File: src/ukl_pkg.sv
// Shared types and constants for the identifier-keyed lookup table.
`timescale 1ns / 1ps

package ukl_pkg;

  // Stored and probed key: byte count plus masked identifier bytes.
  typedef struct packed {
    logic [3:0]  len;
    logic [15:0] hi;
    logic [63:0] lo;
  } key_t;

  localparam int KeyW = $bits(key_t);

  // Valid identifier byte counts.
  localparam logic [3:0] LEN4  = 4'd4;
  localparam logic [3:0] LEN7  = 4'd7;
  localparam logic [3:0] LEN10 = 4'd10;

  // Result status codes.
  localparam logic [2:0] STAT_ADDED    = 3'd0;
  localparam logic [2:0] STAT_REPLACED = 3'd1;
  localparam logic [2:0] STAT_FULL     = 3'd2;
  localparam logic [2:0] STAT_BADLEN   = 3'd3;
  localparam logic [2:0] STAT_HIT      = 3'd4;
  localparam logic [2:0] STAT_MISS     = 3'd5;

  // Command codes.
  localparam logic CMD_INSERT = 1'b0;
  localparam logic CMD_LOOKUP = 1'b1;

endpackage

File: src/ukl_ram.sv
// Generic single-write, single-read RAM with registered read data.
`timescale 1ns / 1ps

module ukl_ram #(
  parameter int WIDTH = 8,
  parameter int DEPTH = 16,
  localparam int AW = (DEPTH > 1) ? $clog2(DEPTH) : 1
) (
  input  logic             clk,
  input  logic             we,
  input  logic [AW-1:0]    waddr,
  input  logic [WIDTH-1:0] wdata,
  input  logic [AW-1:0]    raddr,
  output logic [WIDTH-1:0] rdata
);

  logic [WIDTH-1:0] mem [DEPTH];

  always_ff @(posedge clk) begin
    if (we) begin
      mem[waddr] <= wdata;
    end
    rdata <= mem[raddr];
  end

endmodule

File: src/ukl_key_cmp.sv
// Shared key comparator: length and masked identifier bytes.
`timescale 1ns / 1ps

module ukl_key_cmp (
  input  ukl_pkg::key_t stored_key,
  input  ukl_pkg::key_t probe_key,
  output logic          eq
);

  logic len_eq;
  logic lo_eq;
  logic hi_eq;

  assign len_eq = (stored_key.len == probe_key.len);
  assign lo_eq  = (stored_key.lo == probe_key.lo);
  assign hi_eq  = (stored_key.hi == probe_key.hi);
  assign eq     = len_eq & lo_eq & hi_eq;

endmodule

File: src/uid_keyed_lookup_table_core.sv
// Top level of the identifier-keyed lookup table: scan sequencer and storage.
`timescale 1ns / 1ps

//  channel | handshake              | payload
//  --------+------------------------+---------------------------------------------
//  in      | in_valid / in_ready    | command, uid_low, uid_high, uid_length, payload
//  out     | out_valid / out_ready  | status, found_payload, entry_slot
//
// Each item is captured, then scanned: the key RAM is read once per held entry
// (at most ENTRIES), each registered read is compared against the probe key, and
// the result is handed to the output register. A match ends the scan early;
// a bad length skips it. in_ready is high only when no item is in work. A result
// waiting in the output register does not block intake; the next item is scanned
// and holds in the final step until that register frees up. Reset clears the count.

module uid_keyed_lookup_table_core #(
  parameter int ENTRIES = 16
) (
  input  logic        clk,
  input  logic        rst_n,
  input  logic        in_valid,
  output logic        in_ready,
  input  logic        in_command,
  input  logic [63:0] in_uid_low,
  input  logic [15:0] in_uid_high,
  input  logic [3:0]  in_uid_length,
  input  logic [15:0] in_payload,
  output logic        out_valid,
  input  logic        out_ready,
  output logic [2:0]  out_status,
  output logic [15:0] out_found_payload,
  output logic [3:0]  out_entry_slot
);

  localparam int AW = (ENTRIES > 1) ? $clog2(ENTRIES) : 1;
  localparam int CW = $clog2(ENTRIES + 1);

  typedef enum logic [1:0] {
    ST_IDLE,
    ST_SCAN,
    ST_FIN
  } state_t;

  // Sequencer and item registers
  state_t          state_r,   state_nxt;
  logic            cmd_r,     cmd_nxt;
  ukl_pkg::key_t   key_r,     key_nxt;
  logic [15:0]     pay_r,     pay_nxt;
  logic [CW-1:0]   addr_r,    addr_nxt;
  logic            cmp_vld_r, cmp_vld_nxt;
  logic [AW-1:0]   cmp_idx_r, cmp_idx_nxt;
  logic [CW-1:0]   count_r,   count_nxt;

  // Pending result, then output register
  logic [2:0]      res_status_r, res_status_nxt;
  logic [15:0]     res_found_r,  res_found_nxt;
  logic [3:0]      res_slot_r,   res_slot_nxt;
  logic            out_valid_r,  out_valid_nxt;
  logic [2:0]      out_status_r, out_status_nxt;
  logic [15:0]     out_found_r,  out_found_nxt;
  logic [3:0]      out_slot_r,   out_slot_nxt;

  // Storage ports
  logic                    key_we;
  logic                    pay_we;
  logic [AW-1:0]           wr_addr;
  logic [AW-1:0]           rd_addr;
  logic [ukl_pkg::KeyW-1:0] rd_key_raw;
  ukl_pkg::key_t           rd_key;
  logic [15:0]             rd_pay;
  logic                    key_eq;
  logic                    len_ok;

  // Keep only the first len bytes for a valid length; any other length keeps all bytes.
  function automatic ukl_pkg::key_t make_key(input logic [63:0] lo,
                                             input logic [15:0] hi,
                                             input logic [3:0]  len);
    ukl_pkg::key_t k;
    k.len = len;
    k.lo  = lo;
    k.hi  = hi;
    case (len)
      ukl_pkg::LEN4: begin
        k.lo = {32'd0, lo[31:0]};
        k.hi = 16'd0;
      end
      ukl_pkg::LEN7: begin
        k.lo = {8'd0, lo[55:0]};
        k.hi = 16'd0;
      end
      default: begin
        k.lo = lo;
        k.hi = hi;
      end
    endcase
    return k;
  endfunction

  assign len_ok = in_uid_length inside {ukl_pkg::LEN4, ukl_pkg::LEN7, ukl_pkg::LEN10};

  ukl_ram #(
    .WIDTH (ukl_pkg::KeyW),
    .DEPTH (ENTRIES)
  ) u_key_ram (
    .clk   (clk),
    .we    (key_we),
    .waddr (wr_addr),
    .wdata (key_r),
    .raddr (rd_addr),
    .rdata (rd_key_raw)
  );

  ukl_ram #(
    .WIDTH (16),
    .DEPTH (ENTRIES)
  ) u_pay_ram (
    .clk   (clk),
    .we    (pay_we),
    .waddr (wr_addr),
    .wdata (pay_r),
    .raddr (rd_addr),
    .rdata (rd_pay)
  );

  assign rd_key = ukl_pkg::key_t'(rd_key_raw);

  ukl_key_cmp u_cmp (
    .stored_key (rd_key),
    .probe_key  (key_r),
    .eq         (key_eq)
  );

  assign rd_addr = addr_r[AW-1:0];

  always_comb begin
    state_nxt      = state_r;
    cmd_nxt        = cmd_r;
    key_nxt        = key_r;
    pay_nxt        = pay_r;
    addr_nxt       = addr_r;
    cmp_vld_nxt    = cmp_vld_r;
    cmp_idx_nxt    = cmp_idx_r;
    count_nxt      = count_r;
    res_status_nxt = res_status_r;
    res_found_nxt  = res_found_r;
    res_slot_nxt   = res_slot_r;
    out_status_nxt = out_status_r;
    out_found_nxt  = out_found_r;
    out_slot_nxt   = out_slot_r;
    // Drop the output item once taken
    out_valid_nxt  = out_valid_r & ~out_ready;
    key_we         = 1'b0;
    pay_we         = 1'b0;
    wr_addr        = cmp_idx_r;

    case (state_r)
      ST_IDLE: begin
        if (in_valid) begin
          cmd_nxt        = in_command;
          key_nxt        = make_key(in_uid_low, in_uid_high, in_uid_length);
          pay_nxt        = in_payload;
          addr_nxt       = '0;
          cmp_vld_nxt    = 1'b0;
          res_found_nxt  = 16'd0;
          res_slot_nxt   = 4'd0;
          if (!len_ok) begin
            res_status_nxt = (in_command == ukl_pkg::CMD_LOOKUP) ?
                             ukl_pkg::STAT_MISS : ukl_pkg::STAT_BADLEN;
            state_nxt      = ST_FIN;
          end else begin
            state_nxt      = ST_SCAN;
          end
        end
      end

      ST_SCAN: begin
        if (cmp_vld_r && key_eq) begin
          // First match in append order wins
          cmp_vld_nxt  = 1'b0;
          res_slot_nxt = 4'(cmp_idx_r);
          if (cmd_r == ukl_pkg::CMD_LOOKUP) begin
            res_status_nxt = ukl_pkg::STAT_HIT;
            res_found_nxt  = rd_pay;
          end else begin
            pay_we         = 1'b1;
            wr_addr        = cmp_idx_r;
            res_status_nxt = ukl_pkg::STAT_REPLACED;
          end
          state_nxt = ST_FIN;
        end else if (addr_r == count_r) begin
          // Scan exhausted without a match
          cmp_vld_nxt = 1'b0;
          if (cmd_r == ukl_pkg::CMD_LOOKUP) begin
            res_status_nxt = ukl_pkg::STAT_MISS;
          end else if (count_r == CW'(ENTRIES)) begin
            res_status_nxt = ukl_pkg::STAT_FULL;
          end else begin
            key_we         = 1'b1;
            pay_we         = 1'b1;
            wr_addr        = count_r[AW-1:0];
            res_slot_nxt   = 4'(count_r);
            res_status_nxt = ukl_pkg::STAT_ADDED;
            count_nxt      = count_r + 1'b1;
          end
          state_nxt = ST_FIN;
        end else begin
          // Advance: read this slot, compare it next cycle
          addr_nxt    = addr_r + 1'b1;
          cmp_vld_nxt = 1'b1;
          cmp_idx_nxt = addr_r[AW-1:0];
        end
      end

      ST_FIN: begin
        // Hold until the output register is free
        if (!out_valid_r || out_ready) begin
          out_valid_nxt  = 1'b1;
          out_status_nxt = res_status_r;
          out_found_nxt  = res_found_r;
          out_slot_nxt   = res_slot_r;
          state_nxt      = ST_IDLE;
        end
      end

      default: begin
        state_nxt = ST_IDLE;
      end
    endcase
  end

  always_ff @(posedge clk) begin
    if (!rst_n) begin
      state_r     <= ST_IDLE;
      cmp_vld_r   <= 1'b0;
      count_r     <= '0;
      out_valid_r <= 1'b0;
    end else begin
      state_r     <= state_nxt;
      cmp_vld_r   <= cmp_vld_nxt;
      count_r     <= count_nxt;
      out_valid_r <= out_valid_nxt;
    end
    cmd_r        <= cmd_nxt;
    key_r        <= key_nxt;
    pay_r        <= pay_nxt;
    addr_r       <= addr_nxt;
    cmp_idx_r    <= cmp_idx_nxt;
    res_status_r <= res_status_nxt;
    res_found_r  <= res_found_nxt;
    res_slot_r   <= res_slot_nxt;
    out_status_r <= out_status_nxt;
    out_found_r  <= out_found_nxt;
    out_slot_r   <= out_slot_nxt;
  end

  assign in_ready          = (state_r == ST_IDLE);
  assign out_valid         = out_valid_r;
  assign out_status        = out_status_r;
  assign out_found_payload = out_found_r;
  assign out_entry_slot    = out_slot_r;

  // Entry count never passes the table size
  a_count_bound: assert property (@(posedge clk) disable iff (!rst_n)
    count_r <= CW'(ENTRIES))
    else $error("entry count exceeds table size");

  // One item in work at a time
  a_one_item: assert property (@(posedge clk) disable iff (!rst_n)
    in_valid && in_ready |=> !in_ready)
    else $error("second item accepted while one is in work");

  // Every append grows the count by one
  a_append_count: assert property (@(posedge clk) disable iff (!rst_n)
    key_we |=> count_r == CW'($past(count_r) + 1'b1))
    else $error("append without count advance");

endmodule
File: config.mk
export PLATFORM = sky130hd
export DESIGN_NAME = uid_keyed_lookup_table_core
export DESIGN_NICKNAME = d
export VERILOG_FILES = /design/src/ukl_pkg.sv /design/src/ukl_ram.sv /design/src/ukl_key_cmp.sv /design/src/uid_keyed_lookup_table_core.sv
export SDC_FILE = /design/constraint.sdc
export NUM_CORES = 2
export LEC_CHECK = 0
export ABC_CLOCK_PERIOD_IN_PS = 14120
export BUFFER_PORTS_ARGS = -buffer_cell sky130_fd_sc_hd__buf_2
export CORE_ASPECT_RATIO = 1.5
export CORE_MARGIN = 4
export CORE_UTILIZATION = 65
export CTS_BUF_LIST = sky130_fd_sc_hd__clkbuf_4
export CTS_CLUSTER_SIZE = 40
export DETAILED_ROUTE_END_ITERATION = 6
export PLACE_DENSITY_LB_ADDON = 0.3
export SLEW_MARGIN = 20
export SYNTH_ARGS = -nofsm -noshare
export SYNTH_HDL_FRONTEND = slang
export SYNTH_SLANG_ARGS = --single-unit
export TNS_END_PERCENT = 50
File: constraint.sdc
create_clock -name clk -period 14.12 [get_ports clk]
set_input_delay 2.824 -clock clk [delete_from_list [all_inputs] [get_ports clk]]
set_output_delay 2.824 -clock clk [all_outputs]
set_load 0.01 [all_outputs]
Word level (Yosys, flattened, before mapping)
Memory sizes are Yosys's and may differ from the RTL's. A register that Yosys moved wholly into a read port is not among the register bits.
Cells that the tools add are included.
{"block": "totals", "input_bits": 105, "word_cells": 118, "ramBits": 1600, "memories": 2, "output_inout_bits": 25, "reg_bits": 165}
{"memory": "u_key_ram.mem", "depth": 16, "word_bits": 84, "read_ports": 1, "rd_clocked_by_memory_dff": 1, "write_ports": 1, "line_no": "ukl_ram.sv:17", "source": "logic [WIDTH-1:0] mem [DEPTH];"}
{"memory": "u_pay_ram.mem", "depth": 16, "word_bits": 16, "read_ports": 1, "rd_clocked_by_memory_dff": 1, "write_ports": 1, "line_no": "ukl_ram.sv:17"}
{"block": "op_classes", "n_mux": 53, "addsub": 2, "n_bitwise": 8, "n_eq_ne": 20, "n_reduce_logical": 16}
{"operator": "$pmux 80 s2", "n": 1}
{"operator": "$eq 64x64->1", "n": 1}
{"operator": "$mux 16", "n": 3}
{"operator": "$mux 4", "n": 10}
{"operator": "$pmux 16 s2", "n": 1}
{"operator": "$mux 3", "n": 7}
{"operator": "$mux 1", "n": 17}
{"operator": "$eq 16x16->1", "n": 1}
{"operator": "$mux 5", "n": 3}
{"operator": "$ne 2x2->1 const B", "n": 7}
{"operator": "$mux 2", "n": 6}
{"operator": "$reduce_and 4->1", "n": 3}
{"operator": "$add 5x1->5 const B", "n": 2}
{"operator": "$pmux 5 s2", "n": 1}
{"operator": "$reduce_and 5->1", "n": 2}
{"operator": "$ne 3x3->1 const B", "n": 3}
{"operator": "$eq 4x3->1 const B", "n": 2}
{"operator": "$pmux 4 s2", "n": 1}
{"operator": "$pmux 2 s3", "n": 1}
{"operator": "$pmux 3 s2", "n": 1}
{"operator": "$reduce_and 2->1", "n": 3}
{"operator": "$reduce_and 3->1", "n": 2}
{"operator": "$eq 5x5->1", "n": 1}
{"operator": "$eq 5x5->1 const B", "n": 1}
{"operator": "other kinds (13)", "n": 19}

Depth between registers and ports, before layout
{"block": "depth", "word_depth": 8, "depth_mapped": 10}

By module
Synthesis repeated with hierarchy kept, for this count alone.
{"block": "hier_totals", "hier_cells": 3050, "hier_area_um2": 69062.5}
{"module": "ukl_ram (u_key_ram)", "n_inst": 1, "seq_area_each_um2": 42040.3, "area_each_um2": 52052.4, "cells_each": 2154}
{"module": "ukl_ram (u_pay_ram)", "n_inst": 1, "seq_area_each_um2": 8007.7, "area_each_um2": 10042.1, "cells_each": 432}
{"module": "uid_keyed_lookup_table_core", "n_inst": 1, "seq_area_each_um2": 4864.7, "area_each_um2": 6039.5, "cells_each": 352}
{"module": "ukl_key_cmp", "n_inst": 1, "seq_area_each_um2": 0.0, "area_each_um2": 928.4, "cells_each": 112}

Worst setup path before layout
OpenSTA, ideal clock, no wires.
{"block": "synth_path", "path_type": "register -> register", "startpoint": "reg addr_r[1]", "endpoint": "mem u_key_ram.mem[11][0] in the netlist's numbering, enable pin", "setup_slack_ns": 3.602, "synth_period_minus_slack_ns": 10.518, "arrival_time_ns": 9.785, "setup_ns": 0.733, "t_required_ns": 13.387, "path_buffers": 2, "stages_incl_launch_ff": 9, "cell_sequence": "edfxtp_1 > clkbuf_1 > xnor2_1 > nand3_1 > nor4_4 > and2_0 > clkbuf_1 > nand2_1 > nor4_1"}
{"block": "synth_between", "elab_chain_len": 6}
{"item": "start: declaration", "line_no": "uid_keyed_lookup_table_core.sv:49", "source": "logic [CW-1:0] addr_r, addr_nxt;"}
{"item": "start signal: assignment", "line_no": "uid_keyed_lookup_table_core.sv:246", "source": "addr_r <= addr_nxt;"}
{"item": "$eq 5x5->1 *", "line_no": "uid_keyed_lookup_table_core.sv:190", "source": "end else if (addr_r == count_r) begin"}
{"item": "$mux 1", "line_no": "uid_keyed_lookup_table_core.sv:190"}
{"item": "$mux 1", "line_no": "uid_keyed_lookup_table_core.sv:177", "source": "if (cmp_vld_r && key_eq) begin"}
{"item": "$mux 1", "line_no": "uid_keyed_lookup_table_core.sv:156", "source": "case (state_r)"}
{"item": "$mux 1", "line_no": "ukl_ram.sv:20", "source": "if (we) begin"}
{"item": "$mux 1 (not written as such)", "line_no": "ukl_ram.sv:21", "source": "mem[waddr] <= wdata;"}
{"item": "end: declaration", "line_no": "ukl_ram.sv:17"}
Every way passes the cells marked *; elsewhere a longest branch is shown, timed or not.

==> key figures <==
Outcome
  – Outcome: finished clean

Clock tree
  – Max clock buf depth: 4
  – Level count of the clock H-tree: 5
  – TritonCTS clock tree: yes
  – Hold buffer count at CTS: 0
  – Later-pin clock latency in the skew report: roughly 1.3 ns
  – CTS sink cnt: about 1.9k
  – TritonCTS Buffers: about 420
  – PostCTS Resize Cnt: 0
  – Worst-path clk slew: ~0.070 ns
  – Root buf cell: clkbuf_4
  – Setup bufs post-CTS: 0

Worst setup path
  – Worst path bufs/invs: 4
  – CP Max Fanout: about 50
  – Critical Path Start Type: flop
  – Worst path max stage delay: about 0.9 ns
  – CP Capture Type: flop
  – Critical path data arrival time: around 6 ns
  – Most used cell along the critical path: buf_4
  – Ordered cell list for the critical path: buf_4 > buf_6 > buf_4 > buf_4 > mux4_2 > mux4_2
  – CP top delay family: buffers and inverters
  – Critical path class: flop to flop
  – Worst-path cell with the longest stage delay: buf_4
  – Worst path required time: roughly 15 ns

Placed design
  – # port buffers: approximately 130
  – Detailed-placement wirelength estimate: 82.29 mm
  – Gpl congestion: between 0.9 and 1
  – Worst slack at placement: 8.758 ns
  – DP Cell Count: roughly 4.4k
  – Post-DP Area: about 0.07 mm2

Timing
  – RSZ-0062 raised after global routing: no
  – Relative slew slack: 0.2082
  – Pins over their slew limit: 0
  – Slew of the pin with the lowest slew margin: roughly 1.2 ns
  – Maximum clock rate: around 200 MHz
  – WHS: 0.3734 ns
  – Max Clock Skew: approximately 0.11 ns
  – Setup slack after layout: 9.140 ns
  – Crit share post-route: 0.3527
  – Final Hold Viols: 0
  – Post-layout min period: between 4 and 5 ns
  – TNS Setup: 0 ns
  – Count of final setup violators: 0

Route
  – DR top layer: met5
  – First-pass DRT Iterations: 5
  – Metal-1 WL: 53.93 mm
  – Initial DRC count: between 4k and 5k
  – Final ANT Viol Nets: 0
  – Via/cell ratio: ~6.5
  – Routed met3 length: roughly 15 mm
  – # DRC: 0
  – Vias: roughly 34k
  – Routed length per instance: slightly above 30 um
  – DR WL met2: between 80 and 90 mm
  – Post-Route WL: approximately 160 mm

Synth
  – FF+latch count, synth: ~1.9k
  – Yosys cell types: 46
  – Post-synthesis sequential area ratio: 0.7912
  – Post-synth top area share: 0.7598
  – Post-Synthesis Cells: 2917
  – Synth Warn #: 0
  – Synth area leader: edfxtp_1
  – Synth Cell Area: between 0.06 and 0.07 mm2
  – Syn nets: 3026
  – Synth top area cells: edfxtp_1 (76%), mux4_2 (16%), dfxtp_1 (3.1%)
  – Syn Area/Cell: between 20 and 25 um2

Floorplan
  – Core area: between 0.1 and 0.15 mm2
  – Initial Util: 0.6562
  – Die area: 0.1122 mm2
  – Io pins: 130
  – Std-Cell Rows: between 100 and 150
  – DIE WIDTH: approximately 270 um
  – Die Y: approximately 400 um

Global routing
  – First-pass GRT wire length: 230.1 mm
  – Vias in the first global route: ~35k
  – Gr usage total: 0.2864
  – Largest net degree at the start of global routing: ~190
  – Initial antenna violation count: 8
  – GRT overflow: 0

Power and ir drop
  – Logic gate share of total power: 0.057
  – Total power draw: between 10 and 15 mW
  – Pleak: roughly 25 nW
  – Maximum VDD drop: ~0.084 mV
  – Flop pwr share: 0.574
  – Pwr Density: 141.9 mW/mm2
  – Cell Int Power: 8.521 mW
  – Switching power: about 2.5 mW
  – Clock Power Share: 0.369
  – Sw frac: 0.2234

Final layout
  – Area delta synth->final: 11.43%
  – # fillers: 5813
  – Final Non-Filler Cells: about 5k
  – Share of cells above drive strength 1: 0.3691
  – Final core utilization: 0.7312
  – Fin area: between 0.07 and 0.08 mm2
  – # nets final: between 3k and 4k

Hold path
  – Hold WC Path Type: flop to flop

Flow run
  – Max-cap violations: 0
-- power by group through the flow --
stage | combinational, mW | clock [mW] | sequential (mW)
2_1_floorplan | 0.436 | 0 | 6.36
3_3_place_gp | 0.618 | 0 | 6.40
3_5_place_dp | 0.631 | 0 | 6.41
4_1_cts | 0.635 | 4.13 | 6.29
5_1_grt | 0.664 | 4.47 | 6.31
6_report | 0.631 | 4.05 | 6.29
-- synth_stat cells, drive strengths merged --
library cell,number
nor2,31
nor3b,1
and2,45
o2111ai,5
nand4,33
a32oi,1
a2111o,4
inv,20
dfxtp,109
xor2,5
o211ai,2
nand2,25
nor3,10
o21ai,10
buf,49
nor2b,43
nand3,17
a31o,1
o22ai,3
nand3b,1
mux2i,8
nand2b,47
a22oi,3
o221ai,1
a31oi,1
nor4,15
mux4,500
edfxtp,1756
clkbuf,82
and3,2
a2111oi,1
or3,5
o21a,1
xnor2,53
a21oi,21
o2bb2a,1
ha,4
o31a,1
-- worst register-to-register path: cells and delay by family, from the launching register on --
kind / cells / cell delay [ns]
buffers and inverters: 4 / 3.28
DFF: 1 / 0.38
muxes: 2 / 1.11
-- cell families after synthesis --
kind of cell	share of synthesized area
AND/OR/NAND/NOR	0.02286
flip-flops	0.7912
XOR/XNOR	0.007319
adder cells (fa/ha/maj)	0.0007212
AO/OA/AOI/OAI	0.005769
buffers and inverters	0.008708
multiplexers	0.1634
-- layout make-up --
class	instances	area [um2]	share of cell area
Antenna cell	7	17.52	0.0002265
Clock buffer	614	4609	0.05960
Clock inverter	139	633.1	0.008187
Inverter	20	80.08	0.001035
Multi-Input combinational cell	901	14020	0.1813
Sequential cell	1865	54910	0.7101
Tap cell	1406	1759	0.02275
Timing Repair Buffer	200	1300	0.01681
-- worst paths after layout --
| kind | cells after the start | end | start | slack (ns) |
|---|---|---|---|---|
| max | 6 | u_key_ram.rdata[42]$_DFF_P_ | addr_r[0]$_SDFFCE_PN0P_ | 9.14 |
| min | 0 | out_found_payload[14]$_DFFE_PP_ | res_found_r[14]$_SDFFCE_PN0P_ | 0.37 |
| max reg2reg | 6 | u_key_ram.rdata[42]$_DFF_P_ | addr_r[0]$_SDFFCE_PN0P_ | 9.14 |
| min reg2reg | 0 | out_found_payload[14]$_DFFE_PP_ | res_found_r[14]$_SDFFCE_PN0P_ | 0.37 |
-- sequential cells by signal (all words and copies together) (netlist names) --
| signal | flops |
|---|---|
| addr_r | 5 |
| cmd_r | 1 |
| cmp_idx_r | 4 |
| cmp_vld_r | 1 |
| count_r | 5 |
| key_r | 84 |
| out_entry_slot | 4 |
| out_found_payload | 16 |
| out_status | 3 |
| out_valid | 1 |
| pay_r | 16 |
| res_found_r | 16 |
| res_slot_r | 4 |
| res_status_r | 3 |
| state_r | 2 |
| u_key_ram.mem | 1344 |
| u_key_ram.rdata | 84 |
| u_pay_ram.mem | 256 |
| u_pay_ram.rdata | 16 |
-- layout by cell type, fill, tap and decap left out, types with 21 or more instances in the layout --
master / count
a21oi_1: 21
and2_1: 44
buf_2: 129
buf_4: 61
clkbuf_4: 614
clkinv_1: 104
clkinv_2: 26
dfxtp_1: 109
edfxtp_1: 1756
mux4_2: 500
nand2_1: 24
nand2b_1: 47
nand4_1: 31
nor2_1: 21
nor2b_1: 41
xnor2_1: 53
-- routing by layer --
layer | track usage | up-vias
li1 | - | 13617
met1 | 0.3808 | 17455
met2 | 0.4700 | 2223
met3 | 0.06700 | 341
met4 | 0.1119 | 4
met5 | 0 | -
Note: power is estimated with default switching activity, not from simulation.
